$ cat src/vmt_pkg.sv
package vmt_pkg;

  localparam int DATA_W    = 32;
  localparam int PROD_W    = 2 * DATA_W;
  localparam int PAIR_W    = PROD_W + 1;
  localparam int SUM_W     = PROD_W + 2;
  localparam int MAT_DIM   = 4;
  localparam int MAT_SIZE  = MAT_DIM * MAT_DIM;
  localparam int IDX_W     = 4;
  localparam int REQ_W     = 2;
  localparam int FRAC_BITS_DEFAULT = 16;

  // request kinds carried in tuser
  localparam logic [REQ_W-1:0] REQ_LOAD  = 2'd0;
  localparam logic [REQ_W-1:0] REQ_IDENT = 2'd1;
  localparam logic [REQ_W-1:0] REQ_XFORM = 2'd2;

  localparam logic [DATA_W-1:0] ELEM_MAX = {1'b0, {(DATA_W-1){1'b1}}};
  localparam logic [DATA_W-1:0] ELEM_MIN = {1'b1, {(DATA_W-1){1'b0}}};

  typedef logic [MAT_SIZE-1:0][DATA_W-1:0]   mat_t;
  typedef logic [MAT_DIM-1:0][DATA_W-1:0]    vec_t;
  typedef logic [MAT_SIZE-1:0][PROD_W-1:0]   prod_arr_t;
  typedef logic [2*MAT_DIM-1:0][PAIR_W-1:0]  pair_arr_t;

  typedef struct packed {
    logic              load;
    logic              ident;
    logic [IDX_W-1:0]  idx;
    logic [DATA_W-1:0] value;
  } mat_cmd_t;

endpackage

$ cat src/vmt_add_stage.sv
module vmt_add_stage (
  input  logic                 clk,
  input  logic                 rst,
  input  logic                 in_valid,
  output logic                 in_ready,
  input  vmt_pkg::prod_arr_t   prod,
  output logic                 out_valid,
  input  logic                 out_ready,
  output vmt_pkg::pair_arr_t   pair
);

  localparam int D = vmt_pkg::MAT_DIM;

  assign in_ready = !out_valid || out_ready;

  always_ff @(posedge clk) begin
    if (rst) begin
      out_valid <= 1'b0;
    end else if (in_ready) begin
      out_valid <= in_valid;
    end
  end

  // pair[2*i+h] = sum of the prods of columns 2h and 2h+1 for row i
  always_ff @(posedge clk) begin
    if (in_valid && in_ready) begin
      for (int i = 0; i < D; i++) begin
        for (int h = 0; h < 2; h++) begin
          pair[2*i+h] <=
            $signed({prod[(2*h)*D+i][vmt_pkg::PROD_W-1], prod[(2*h)*D+i]}) +
            $signed({prod[(2*h+1)*D+i][vmt_pkg::PROD_W-1], prod[(2*h+1)*D+i]});
        end
      end
    end
  end

endmodule

$ cat config.mk
export PLATFORM = sky130hd
export DESIGN_NAME = vmt_add_stage
export DESIGN_NICKNAME = d
export VERILOG_FILES = /design/src/vmt_pkg.sv /design/src/vmt_add_stage.sv
export SDC_FILE = /design/constraint.sdc
export NUM_CORES = 2
export LEC_CHECK = 0
export BUFFER_PORTS_ARGS = -buffer_cell sky130_fd_sc_hd__buf_2
export CAP_MARGIN = 20
export CORE_AREA = 2 2 601 603
export CTS_CLUSTER_DIAMETER = 40
export DETAILED_ROUTE_END_ITERATION = 6
export DIE_AREA = 0 0 603 605
export HOLD_SLACK_MARGIN = 0.03
export PLACE_DENSITY = 0.3
export SLEW_MARGIN = 20
export SYNTH_ARGS = -nofsm -noshare
export SYNTH_HDL_FRONTEND = slang
export SYNTH_SLANG_ARGS = --single-unit
export TNS_END_PERCENT = 30
$ cat constraint.sdc
create_clock -name clk -period 18.6 [get_ports clk]
set_input_delay 3.72 -clock clk [delete_from_list [all_inputs] [get_ports clk]]
set_output_delay 3.72 -clock clk [all_outputs]
set_load 0.03 [all_outputs]
**After elaboration in Yosys (flattened, before gate mapping)**

Cells that the tools add are included.

- $add $sub $neg: 8
- Reduce and logical (&&, ||, !) cells: 3

Operators with widths:

| cell | count |
|---|---|
| adder 64 x 64 -> 65 bit | 8 |
| logical AND 1 bit | 1 |
| zero test 1 bit | 1 |
| logical OR 1 bit | 1 |

- Register bits: 521
- Bits of input ports: 1028
- Output and inout port bits: 522
- Word-level logic and storage cells: 20

**Depth between registers and ports, before layout**

- Depth after elaboration: 3
- Gate-level depth with buffers: 13
- Mapped depth without buffers: 13

**Worst setup path before layout**

OpenSTA, ideal clock, no wires.

- Kind: input-to-reg
- Start: input out_ready
- End: register pair[0] (netlist bit), enable pin
- Library setup time: 950 ps
- Arrival time: 15813 ps
- Setup slack: 1837 ps
- Stages on the path: 2
- Path buffers: 0
- Cell sequence: nand2b_1 > and2_1

- Cells in the longest elaborated chain, start to end: 2

Ends and longest elaborated chain:

| element | line | RTL |
|---|---|---|
| start: declaration | vmt_add_stage.sv:8 | `input logic out_ready,` |
| logical OR 1 bit | vmt_add_stage.sv:14 | `assign in_ready = !out_valid \|\| out_ready;` |
| logical AND 1 bit | vmt_add_stage.sv:26 | `if (in_valid && in_ready) begin` |
| end signal: indexed assignment | vmt_add_stage.sv:29 | `pair[2*i+h] <=` |
| end: declaration | vmt_add_stage.sv:9 | `output vmt_pkg::pair_arr_t pair` |

Every way passes these cells.
A chain may end at the register's enable or synchronous reset.

**Worst setup path in the final report**

- Start: input out_ready
- End: output in_ready

- Cells in the longest elaborated chain, start to end: 1

Ends and longest elaborated chain:

| element | line | RTL |
|---|---|---|
| logical OR 1 bit | vmt_add_stage.sv:14 |  |
| end: declaration | vmt_add_stage.sv:5 | `output logic in_ready,` |

Every way passes these cells.

==> flow_summary.toml <==
[sta]
total_setup_violations_reported_at_the_end_of_the_flow = 0
setup_tns_final_ps = 0
final.period_utilization_pct = 42.5
worst_hold_slack_ps = 549
worst_slew_pin_slew_ps = 1090
final_period_minus_worst_setup_slack_ps = 7900
fmaxAchievable_ghz = 0.127
slew_violations = 0
rsz_0062_raised_after_global_routing = "no"
slew_headroom_pct = 27.5
timing.final.hold_violations = 0
post_route_worst_setup_slack_ps = 10700
fin_skew_ps = 46.6

[cts]
worst_setup_hold_path_clk_slew_ps = 40
cts_repair_resize_count = 0
hold_bufs_inserted_after_cts = 0
post_cts_setup_buffer_count = 0
clk_path_buf_depth = 4
cts_buffers = 182
clkLatencyLatePin_ps = 850
cts_tree = "done"
htree_num_levels = 4
cts_root_buffer = "sky130_fd_sc_hd__clkbuf_16"
cts_sinks = 521

[route]
postRouteAntennaNets = 0
avgRoutedWirePerCell_um = 25.1
vias = 44500
drt_pre_antenna_iters = 6
via_per_instance_ratio = 3.98
drtIter0Drc = 2525
wirelength_um = 280000
detail_route.drc_violations = 0

[setup_path]
setup.reg_to_reg.worst_slack_ps = 14270
critical_path_class = "in -> out"
critical_path.slowest_cell = "sky130_fd_sc_hd__buf_2"
worst_path_required_time_ps = 14880
total_buffers_and_inverters_traversed_by_the_critical_path = 2
crit_path_max_fanout = 3
ordered_list_of_cells_on_the_worst_path = "buf_2 > nand2b_1 > buf_2"
most_prevalent_standard_cell_on_the_critical_path = "sky130_fd_sc_hd__buf_2"
start_kind = "input pin"
cpPeakStageDelay_ps = 200
critical_path_endpoint_category = "output pin"
cp_top_family = "buffers and inverters"
arrival_ps = 4180

[yosys]
syn_area_mm2 = 0.0438
yosysSeqAreaShare_pct = 35.7
synthFlopType = "sky130_fd_sc_hd__edfxtp_1"
synth_top_area_cell = "sky130_fd_sc_hd__edfxtp_1"
netlist_top_cells_area = "sky130_fd_sc_hd__edfxtp_1 36%, sky130_fd_sc_hd__ha_1 15%, sky130_fd_sc_hd__xnor2_1 6.0%"
instance_count_of_the_mapped_netlist = 4563
yosysUniqueCellTypes = 101
yosys_register_bits = 521
synth.top_cell.area_share_pct = 35.7
nets_in_the_synthesized_netlist = 6111
yosys_warnings = 0
synthesis.area_per_instance_um2 = 9.59
synth_enable_flop_cells = 520
async_reset_ff_share_pct = 0

[finish]
nNetsFinal = 7713
area_delta_synth_final_pct = 44.5
drive_gt1_share_pct = 30.1
ff_latch_area_mm2 = 0.0156
finalInstanceArea_mm2 = 0.0633
fillers = 40400
multi_input_area_mm2 = 0.0271

[power_and_ir_drop]
power.switching_fraction_pct = 35.2
power.sequential.fraction_pct = 24.1
p_comb_share_pct = 29.1
power_uw = 6580
switching_pwr_uw = 2320
max-vdd-ir-drop_mv = 0.0639
design_internal_power_uw = 4260
pwr_density_cell_mw_per_mm2 = 104
clock_power_share_pct = 46.8
power.static_leakage_uw = 0.0273

[placement]
placer_congestion = 0.870
dp_hpwl_um = 244000
post_dp_cell_area_mm2 = 0.0570
numPortBuffers = 1549
placement.setup.worst_slack_ps = 10510

[global_route]
vias_in_the_first_global_route = 45600
grtUsageTotal_pct = 14.6
grt_first_pass_wirelength_um = 374000
grt_util_met2_pct = 27.7
grtUsageMet1_pct = 14.8
grt_remaining_overflow = 0
use_met3_pct = 4.52
antenna_found_initial = 215
grt_max_degree = 131
global_route.peak_usage_layer = "met2"

[die]
die_height_um = 605
floorplan.initialDensity_pct = 12.2
floorplan.die_area_mm2 = 0.365
area_of_the_placeable_core_mm2 = 0.358
die_w_um = 603
io_pins = 1550
rows = 220

[min_path]
hold_path.class = "reg -> reg"

[flow_run]
drv.max_cap_violation_count = 0

[outcome]
outcome = "complete, no violations"
[cell type report]
| class | instances | area share (%) |
|---|---|---|
| diodes | 87 | 0.344 |
| clock buffers | 210 | 7.43 |
| clock inverters | 117 | 2.04 |
| inverters | 116 | 0.688 |
| multi-input cells | 3774 | 42.8 |
| flip-flops and latches | 521 | 24.7 |
| well taps | 4773 | 9.44 |
| repair buffers | 1570 | 12.5 |
[flip-flops by register name, summed over array words and instances, names as in the netlist]
register and count:
pair 520, out_valid 1
[power by group through the flow]
| stage | clock (uW) | combinational [uW] | sequential [uW] |
|---|---|---|---|
| floorplan | 0 | 859 | 1940 |
| global placement | 0 | 1960 | 1610 |
| detailed placement | 0 | 1950 | 1610 |
| CTS | 3190 | 1960 | 1590 |
| global route | 3240 | 2070 | 1610 |
| finish | 3080 | 1920 | 1590 |
[path summary, 6_finish.rpt]
check	from	endpoint	cells after the start
max	out_ready	in_ready	3
min	out_valid	out_valid	2
max reg2reg	out_valid	pair[18]	6
min reg2reg	out_valid	out_valid	2
[layout by cell type (no fill, tap or decap), types with 116 or more instances in the layout]
cell type                   Yosys  layout
sky130_fd_sc_hd__xor2_1       183     183
sky130_fd_sc_hd__xnor2_1      298     297
sky130_fd_sc_hd__edfxtp_1     520     520
sky130_fd_sc_hd__a21oi_1      517     517
sky130_fd_sc_hd__inv_1        116     116
sky130_fd_sc_hd__nor2_1       231     231
sky130_fd_sc_hd__nand2_1      321     321
sky130_fd_sc_hd__ha_1         512     512
sky130_fd_sc_hd__clkbuf_16      0     184
sky130_fd_sc_hd__o21ai_0      263     263
sky130_fd_sc_hd__nand4_1      116     116
sky130_fd_sc_hd__buf_2          9    1549
sky130_fd_sc_hd__a21o_1       324     324
[cell usage after synthesis (all sizes together), types with 67 or more instances]
cell type  number
a21o          325
a21oi         518
a31oi          69
clkbuf        131
edfxtp        520
ha            512
inv           116
nand2         322
nand3          85
nand4         116
nor2          231
nor2b          67
o21ai         290
o21bai         96
xnor2         298
xor2          183
[metal layers]
layer	share of wire (%)	vias up
met5	0.18	-
met4	4.3	80
met3	7.5	618
met2	52	1784
met1	36	21200
li1	-	20800
[cells by family (layout without fill, tap and decap cells)]
kind of cell	Yosys count	in the layout	share of synthesized area (%)
compound gates	1652	1652	24.4
simple gates	1119	1119	12.8
flops	521	521	35.7
fa+ha+maj	520	520	15.0
xor+xnor	481	481	9.62
buf+inv	268	2013	2.47
mux	2	2	0.0486
other cells	0	87	0
[per-stage QoR]
step,util (%),std cells
5_1_grt,17.6,11100
3_3_place_gp,15.9,10800
6_report,17.7,11200
4_1_cts,17.6,11100
2_1_floorplan,-,4563
3_5_place_dp,15.9,10800
[worst register-to-register path, stage by stage, from the launching register on]
cell                       delay [ps]
sky130_fd_sc_hd__dfxtp_1          310
sky130_fd_sc_hd__nand2b_1         120
sky130_fd_sc_hd__and2_4           800
sky130_fd_sc_hd__buf_4            760
sky130_fd_sc_hd__buf_4            600
sky130_fd_sc_hd__buf_4            560
sky130_fd_sc_hd__buf_4            750
Power figures use the tool's default switching activity.
