$ cat src/vmt_pkg.sv
package vmt_pkg;

  localparam int DATA_W    = 32;
  localparam int PROD_W    = 2 * DATA_W;
  localparam int PAIR_W    = PROD_W + 1;
  localparam int SUM_W     = PROD_W + 2;
  localparam int MAT_DIM   = 4;
  localparam int MAT_SIZE  = MAT_DIM * MAT_DIM;
  localparam int IDX_W     = 4;
  localparam int REQ_W     = 2;
  localparam int FRAC_BITS_DEFAULT = 16;

  // request kinds carried in tuser
  localparam logic [REQ_W-1:0] REQ_LOAD  = 2'd0;
  localparam logic [REQ_W-1:0] REQ_IDENT = 2'd1;
  localparam logic [REQ_W-1:0] REQ_XFORM = 2'd2;

  localparam logic [DATA_W-1:0] ELEM_MAX = {1'b0, {(DATA_W-1){1'b1}}};
  localparam logic [DATA_W-1:0] ELEM_MIN = {1'b1, {(DATA_W-1){1'b0}}};

  typedef logic [MAT_SIZE-1:0][DATA_W-1:0]   mat_t;
  typedef logic [MAT_DIM-1:0][DATA_W-1:0]    vec_t;
  typedef logic [MAT_SIZE-1:0][PROD_W-1:0]   prod_arr_t;
  typedef logic [2*MAT_DIM-1:0][PAIR_W-1:0]  pair_arr_t;

  typedef struct packed {
    logic              load;
    logic              ident;
    logic [IDX_W-1:0]  idx;
    logic [DATA_W-1:0] value;
  } mat_cmd_t;

endpackage

$ cat src/vmt_matrix.sv
module vmt_matrix #(
  parameter int FRAC_BITS = vmt_pkg::FRAC_BITS_DEFAULT
) (
  input  logic             clk,
  input  logic             rst,
  input  vmt_pkg::mat_cmd_t cmd,
  output vmt_pkg::mat_t    mat
);

  localparam int DIM_SH = $clog2(vmt_pkg::MAT_DIM);

  localparam logic [vmt_pkg::DATA_W-1:0] ONE =
    {{(vmt_pkg::DATA_W-1){1'b0}}, 1'b1} << FRAC_BITS;

  always_ff @(posedge clk) begin
    if (rst || cmd.ident) begin
      // diagonal: column equals row
      for (int k = 0; k < vmt_pkg::MAT_SIZE; k++) begin
        mat[k] <= ((k >> DIM_SH) == (k & (vmt_pkg::MAT_DIM - 1))) ? ONE : '0;
      end
    end else if (cmd.load) begin
      mat[cmd.idx] <= cmd.value;
    end
  end

endmodule

$ cat config.mk
export PLATFORM = sky130hd
export DESIGN_NAME = vmt_matrix
export DESIGN_NICKNAME = d
export VERILOG_FILES = /design/src/vmt_pkg.sv /design/src/vmt_matrix.sv
export SDC_FILE = /design/constraint.sdc
export NUM_CORES = 1
export LEC_CHECK = 0
export ABC_AREA = 1
export BUFFER_PORTS_ARGS = -buffer_cell sky130_fd_sc_hd__clkbuf_2
export CORE_ASPECT_RATIO = 0.7
export CORE_MARGIN = 2
export CORE_UTILIZATION = 47
export CTS_CLUSTER_DIAMETER = 60
export DETAILED_ROUTE_END_ITERATION = 7
export GPL_TIMING_DRIVEN = 0
export PLACE_DENSITY = 0.76
export SYNTH_ARGS = -nofsm -noshare
export SYNTH_HDL_FRONTEND = slang
export SYNTH_SLANG_ARGS = --single-unit
export TNS_END_PERCENT = 50
$ cat constraint.sdc
create_clock -name clk -period 1.1 [get_ports clk]
set_input_delay 0.11 -clock clk [delete_from_list [all_inputs] [get_ports clk]]
set_output_delay 0.11 -clock clk [all_outputs]
set_load 0.005 [all_outputs]
; Word level (Yosys, flattened, before mapping)
; Index checks and enable logic that the tools add are counted.
[totals]
ff_bits = 512
input_bits = 40
out_inout_bits = 512
elab_cells = 23
[classes]
order_cmp = 2
n_mux = 3
n_reduce_logical = 2
[op_table]
columns = op, count
row1 = $bwmux W512, 1
row2 = $demux W32 S4, 1
row3 = $mux W32, 1
row4 = $lt A4 B5 Y1 const B, 1
row5 = $ge A4 B1 Y1 const B, 1
row6 = $logic_and A1 B1 Y1, 1
row7 = $logic_or A1 B1 Y1, 1

; Depth between registers and ports, before layout
; Gate-level depths: netlist of the first run.
[logic_depth]
ltp_word = 5
depth_mapped = 7
mapped_depth_nobuf = 6

; Worst setup path after synthesis of the first run
; No wires, ideal clock.
[synth_timing]
path_type = input to register
from = in cmd[37] in the netlist's numbering
to = reg mat[276] in the netlist's numbering
setup_time_ps = 113
arrival_ps = 1053
required_ps = 987
setup_slack_ps = -67
stages = 6
n_path_buf = 3
path_cell_list = buf_2 > clkbuf_1 > buf_1 > nand4_1 > nand2_1 > nor2_1
[synth_lines]
columns = item, line
row1 = start: declaration, vmt_matrix.sv:6  ; input vmt_pkg::mat_cmd_t cmd,
row2 = end signal: indexed assignment, vmt_matrix.sv:19  ; mat[k] <= ((k >> DIM_SH) == (k & (vmt_pkg::MAT_DIM - 1))) ? ONE : '0;
row3 = end signal: indexed assignment, vmt_matrix.sv:22  ; mat[cmd.idx] <= cmd.value;
row4 = end: declaration, vmt_matrix.sv:7  ; output vmt_pkg::mat_t mat

; Worst setup path in the final report of the first run
[layout_timing]
from = in cmd[32] in the netlist's numbering
to = reg mat[16] in the netlist's numbering
[layout_between]
elab_chain_len = 5
elab_cells_between_ends = 6
cone_classes = 2 x order compare / 3 x mux / 1 x reduce/logical
[layout_rtl]
columns = item, line
row1 = $lt A4 B5 Y1 (implied by the code) or $ge A4 B1 Y1 (tied branches), vmt_matrix.sv:22
row2 = $logic_and A1 B1 Y1 (implied by the code), vmt_matrix.sv:22
row3 = $mux W32 (implied by the code), vmt_matrix.sv:22
row4 = $demux W32 S4 *, vmt_matrix.sv:22
row5 = $bwmux W512 *, vmt_matrix.sv:22
; Every way passes the cells marked *; elsewhere a longest branch is shown, timed or not.
; A chain may end at the register's enable or synchronous reset.

==> results of run 1 <==
==> layer usage <==
metal | vias to the layer above | wire, µm
li1 | 10100 | -
met4 | 0 | 4140
met2 | 1085 | 33300
met1 | 9705 | 31800
met5 | - | 0
met3 | 232 | 7760
==> how the worst min path moves through the flow <==
stage	startpoint	endpoint	slack (ps)	cells past startpoint
6_report	cmd[12]	mat[140]	40	5
5_1_grt	cmd[21]	mat[149]	20	5
4_1_cts	cmd[12]	mat[140]	0.5	5
3_5_place_dp	cmd[3]	mat[387]	380	3
3_3_place_gp	cmd[3]	mat[387]	380	3
2_1_floorplan	cmd[16]	mat[176]	240	2
==> power groups by stage <==
stage	combinational (µW)	clock [µW]	sequential, µW
after floorplan	1400	0	19200
after global placement	2380	0	19200
after detailed placement	2400	0	19200
after CTS	2740	16600	18800
after global routing	3180	17500	18800
final	2950	16600	18800
==> per-stage QoR <==
| stage | setup WS (ps) | cells | setup TNS [ps] |
|---|---|---|---|
| after floorplan | -55.5 | 2884 | -9690 |
| after global placement | -1260 | 3978 | -454180 |
| after detailed placement | -1310 | 3978 | -467560 |
| after CTS | -103 | 4158 | -25600 |
| after global routing | -161 | 4178 | -33180 |
| final | -88.1 | 4178 | -8280 |
==> worst max-delay path, cell delays in order <==
cell,delay (ps)
clkbuf_2,120
nor2_1,320
buf_2,340
clkbuf_1,410
nand4_1,240
nand3_1,140
==> final cells by class <==
| type | count | area share, % |
|---|---|---|
| inverter | 100 | 1.35 |
| antenna | 2 | 0.0180 |
| buffer | 199 | 3.37 |
| clock inverter | 14 | 0.388 |
| clock buffer | 72 | 5.12 |
| tap | 544 | 2.45 |
| multi-input combinational | 2073 | 29.2 |
| sequential | 512 | 38.9 |
| timing repair buffer | 662 | 19.2 |
==> kinds of logic (layout without fill, tap and decap cells) <==
| family | Yosys count | count (layout) | share of synthesized area (%) |
|---|---|---|---|
| buf+inv | 299 | 1047 | 6.31 |
| compound gates | 3 | 3 | 0.0770 |
| simple gates | 2070 | 2070 | 41.0 |
| other cells | 0 | 2 | 0 |
| flops | 512 | 512 | 52.6 |
==> repair_timing <==
item,4_1_cts,5_1_grt
gates resized for setup,387,562
setup endpoints to repair,1002,853
pin swaps,0,4
endpoints found under the hold margin,119,0
gates cloned,0,0
setup buffers,0,18
hold buffers,94,0
==> layout by cell type, fill, tap and decap left out, drive strengths merged <==
master	netlist	final
nor2	1035	1035
buf	121	338
dfxtp	512	512
dlygate4sd3	0	94
nand4	65	65
clkinv	0	10
bufinv	0	1
clkinvlp	0	1
clkbuf	78	501
nand2	960	960
diode	0	2
nand3	10	10
inv	100	102
o21ai	3	3
==> results.md, run 1 <==
- Run status: complete, but fails checks
- Failing checks: setup timing
- Combinational share of power: 7.7%
- Worst VDD drop: 1400 µV
- Worst-path clk slew: 70 ps
- Most common cell in the synthesized netlist: nor2_1
- Gr ovfl total: 0
- Max reg flops: 512
- Synth area leader: dfxtp_1
- Pin count of the biggest net entering global routing: 15
- Clock sink count: 512
- Largest register by flop count: mat
- Sw Ratio: 24.7%
- Total number of placement rows: 62
- Post-synth ARST share: 0%
- Worst skew pair latency: 560 ps
- Main flop type after synthesis: dfxtp_1
- Initial Utilization: 47.6%
- CTS tree: yes
- Register area: 10800 µm²
- Internal power contribution: 28900 µW
- Crit-path max FO: 10
- Class of the worst hold path: in2reg
- Total track usage: 33.7%
- Power Density: 1380 nW/µm²
- Mapped Area: 19500 µm²
- Critical Path Source: cmd[32]
- Top cell type's share of synthesized area: 52.6%
- Final Max Tran Viols: 0
- Met3 usage: 7.46%
- Net Sw Power: 9450 µW
- Register area share after synthesis: 52.6%
- Period Utilization, post-route: 108%
- Setup crit end: mat[16]
- Share of cells above drive strength 1: 34.3%
- Reg power frac: 49.1%
- Fin crit period: 1190 ps
- Multi-input gate area: 8090 µm²
- Library cells used by synthesis: 12
- Core area: 41000 µm²
- Relative slew slack: 47.9%
- FF+latch count, synth: 512
- Most frequent cells after synthesis: nor2_1 (1023), nand2_1 (960), dfxtp_1 (512)
- Worst endpoint required time: 1600 ps
- CTS max path bufs: 3
- Max-cap check violation count: 0
- Synth area leaders: dfxtp_1 (53%), nor2_1 (20%), nand2_1 (18%)
- Routed wire length: 77.0 mm
- Worst R2R Setup Slack: 350 ps
- Static leakage: 0.0123 µW
- Final Wtd Congestion: 0.934
- Overall Power: 38300 µW
- I/O pin cnt: 552
- Min Hold Slack: 39.4 ps
- Data arrival time of the critical path: 1690 ps
- Initial antenna violation count: 3
- Final hold violations: 0
- WL per Instance: 18.4 µm
- TritonRoute pass-1 iters: 6
- 1st-iter DRT viols: 1964
- FILL cells: 3350
- Largest regs: mat (512)
- Post-route DRC: 0
- First-pass GRT wire length: 111 mm
- Ys Warns: 0
- Avg Cell Area, Syn: 6.76 µm²
- Reg2reg path depth: 5
- Post-synth EDFFs: 0
- Design Area, Final: 27800 µm²
- Layout Utilization: 67.8%
- Dpl cell area: 22900 µm²
- CTS H-Tree Depth: 2
- Finish-stage setup viols: 483
- Synth-to-layout area growth: 42.5%
- Final ANT Viol Nets: 0
- DIE HEIGHT: 174 µm
- Reg-to-reg startpoint: mat[405]
- RSZ-0062 raised after global routing: true
- Clock buffer count from CTS: 48
- Capturing point of the worst reg2reg path: mat[405]
- DP HPWL: 53.7 mm
- Met2 usage: 50.9%
- Clock Skews: 0 ps
- Slew @ Worst Pin: 781 ps
- Nets: 3636
- Vias: 21100
- Clk pwr share: 43.2%
- Post-DR vias/cell: 5.05
- Global routing usage on met1: 45.4%
- CP endpoint kind: flip-flop
- Root buf cell: clkbuf_16
- Die Width: 247 µm
- Mapped Cells: 2884
- Die footprint: 43100 µm²
- Setup CP Type: in2reg
- Syn nets: 2924
- Crit path launch type: primary input
- Vias in the first global route: 18900
- # port buffers: 550
- Grt peak-use layer: met2
- Highest clock rate: 842 MHz
- Final Worst Setup Slack: -88.1 ps
(Power assumes the default switching activity.)
==> inputs of run 2 (changes only) <==
SETUP_SLACK_MARGIN = 0.3   (was default)
==> results.md, run 2 (same netlist as run 1, synthesis figures left out) <==
- Run status: complete, but fails checks (unchanged)
- Failing checks: setup timing (unchanged)
- DP HPWL: 56.7 mm (was 53.7 mm)
- Nets: 3602 (was 3636)
- Final Max Tran Viols: 0 (unchanged)
- Final Worst Setup Slack: -116 ps (was -88.1 ps)
- CTS H-Tree Depth: 2 (unchanged)
- Max-cap check violation count: 0 (unchanged)
- Largest regs: mat (512) (unchanged)
- Crit-path max FO: 10 (unchanged)
- Gr ovfl total: 0 (unchanged)
- Worst R2R Setup Slack: 240 ps (was 350 ps)
- Buf/Inv on CP: 3 (unchanged)
- Critical Path Source: cmd[35] (was cmd[32])
- Sw Ratio: 24.7% (about the same)
- Final ANT Viol Nets: 0 (unchanged)
- Reg-to-reg startpoint: mat[388] (was mat[405])
- Finish-stage setup viols: 464 (was 483)
- Min Hold Slack: 15.3 ps (was 39.4 ps)
- 1st-iter DRT viols: 2046 (was 1964)
- CP endpoint kind: flip-flop (unchanged)
- CTS tree: yes (unchanged)
- WL per Instance: 19.4 µm (was 18.4 µm)
- TritonRoute pass-1 iters: 5 (was 6)
- Period Utilization, post-route: 111% (was 108%)
- Initial antenna violation count: 2 (was 3)
- Most common cell after layout, fill and taps aside: nor2_1 (unchanged)
- Internal power contribution: 28900 µW (about the same)
- Worst skew pair latency: 550 ps (was 560 ps)
- Reg2reg path depth: 6 (was 5)
- Relative slew slack: 37.4% (was 47.9%)
- Crit path launch type: primary input (unchanged)
- Worst path cell trace: clkbuf_2 > nand2_2 > inv_1 > nand3_1 > clkbuf_2 > nor2_1 > nor2_1 (was clkbuf_2 > nor2_1 > buf_2 > clkbuf_1 > nand4_1 > nand3_1)
- Net Sw Power: 9490 µW (was 9450 µW)
- Initial Utilization: 47.6% (unchanged)
- Share of cells above drive strength 1: 38.0% (was 34.3%)
- Largest register by flop count: mat (unchanged)
- Vias: 21200 (was 21100)
- Hold Crit Depth: 5 (unchanged)
- Reg power frac: 49.0% (was 49.1%)
- Slowest cell delay on critical path: 450 ps (was 410 ps)
- Routed wire length: 80.2 mm (was 77.0 mm)
- Post-DR vias/cell: 5.12 (was 5.05)
- Setup crit end: mat[396] (was mat[16])
- Synth-to-layout area growth: 44.6% (was 42.5%)
- Max reg flops: 512 (unchanged)
- Clock buffer count from CTS: 48 (unchanged)
- Clock sink count: 512 (unchanged)
- Clock Skews: 0 ps (unchanged)
- TNS Setup: -8290 ps (was -8280 ps)
- RSZ-0062 raised after global routing: true (unchanged)
- I/O pin cnt: 552 (unchanged)
- Core area: 41000 µm² (unchanged)
- CTS max path bufs: 3 (unchanged)
- WP depth: 7 (was 6)
- Final hold violations: 0 (unchanged)
- Final Wtd Congestion: 0.973 (was 0.934)
- DIE HEIGHT: 174 µm (unchanged)
- Worst endpoint required time: 1540 ps (was 1600 ps)
- Static leakage: 0.0124 µW (was 0.0123 µW)
- Die Width: 247 µm (unchanged)
- Setup CP Type: in2reg (unchanged)
- Critical Path Slowest Stage Cell: nand3_1 (was clkbuf_1)
- Highest clock rate: 823 MHz (was 842 MHz)
- DP Worst Slack: -570 ps (was -1310 ps)
- Power Density: 1360 nW/µm² (was 1380 nW/µm²)
- Post-route DRC: 0 (unchanged)
- Die footprint: 43100 µm² (unchanged)
- Total track usage: 35.0% (was 33.7%)
- Pin count of the biggest net entering global routing: 16 (was 15)
- Most frequent cells in the layout: nor2_1 (1018), nand2_1 (957), dfxtp_2 (511), clkbuf_2 (306), buf_6 (237) (was nor2_1 (1020), nand2_1 (960), dfxtp_2 (438), clkbuf_2 (386), buf_6 (160))
- Capturing point of the worst reg2reg path: mat[388] (was mat[405])
- Worst VDD drop: 1220 µV (was 1400 µV)
- Clk pwr share: 43.3% (was 43.2%)
- Slew @ Worst Pin: 940 ps (was 781 ps)
- First-pass GRT wire length: 114 mm (was 111 mm)
- Root buf cell: clkbuf_16 (unchanged)
- Class of the worst hold path: in2reg (unchanged)
- # port buffers: 550 (unchanged)
- Combinational share of power: 7.7% (about the same)
- Layout Utilization: 68.8% (was 67.8%)
- Vias in the first global route: 19100 (was 18900)
- Fin crit period: 1220 ps (was 1190 ps)
- Worst-path clk slew: 60 ps (was 70 ps)
- Critical path's top delay family: simple AND/OR/NAND/NOR gates (was buffers and inverters)
- Total number of placement rows: 62 (unchanged)
- Data arrival time of the critical path: 1660 ps (was 1690 ps)
run 2: changes by cell type in the layout (fill, tap and decap cells not counted), moves of 4 or more:
cell and delta:
clkbuf_4 +9, dfxtp_2 +73, buf_6 +77, nand3_2 -4, dfxtp_1 -70, buf_2 -25
nand3_4 +4, clkbuf_8 +5, buf_4 +56, dlygate4sd3_1 -60, buf_8 +8, clkbuf_2 -80
clkbuf_1 -20
run 2: power by group through the flow:
stage	clock network (µW)	logic, µW	registers [µW]
after floorplan	0	1510	19200
after global placement	0	2590	19200
after detailed placement	0	2600	19200
after CTS	16700	2750	18800
after global routing	17500	3180	18800
final	16600	2960	18800
run 2: stage by stage:
step / total power (µW) / instance area [µm²] / std cells
2_1_floorplan: 20700 / 19900 / 2884
3_3_place_gp: 21800 / 23300 / 3978
3_5_place_dp: 21800 / 23300 / 3978
4_1_cts: 38200 / 26400 / 4119
5_1_grt: 39500 / 28200 / 4140
6_report: 38400 / 28200 / 4141
run 2: cell type report:
type                    instances  area (µm²)
repair buffers                628        5390
flip-flops and latches        512       10900
clock inverters                12         101
fillers                      3321       12800
inverters                     100         375
plain buffers                 199        1130
multi-input cells            2073        8150
diodes                          1        2.50
well taps                     544         681
clock buffers                  72        1440
run 2: worst min path at each step:
stage	slack, ps	from	end
6_report	20	cmd[37]	mat[287]
5_1_grt	30	cmd[37]	mat[336]
4_1_cts	-7	cmd[37]	mat[256]
3_5_place_dp	380	cmd[2]	mat[2]
3_3_place_gp	380	cmd[2]	mat[2]
2_1_floorplan	240	cmd[16]	mat[176]
run 2: per-layer routing:
metal | GRT usage [%] | routed length (µm) | vias to the layer above
li1 | - | - | 9969
met1 | 46.7 | 32500 | 9830
met2 | 53.4 | 34800 | 1136
met3 | 9.45 | 8870 | 245
met4 | 15.0 | 4080 | 4
met5 | 0 | 23 | -
run 2: timing repair:
item,CTS,global route
resized for setup,525,560
hold buffers,34,0
buffers inserted,23,21
setup endpoints to repair,927,990
endpoints found under the hold margin,68,0
run 2: worst reg2reg max path, stage by stage, from the launching register on:
cell and delay [ps]:
dfxtp_2 330, buf_4 130, buf_4 130, inv_1 40, nand2_1 40, nand2_1 50, nor2_1 40
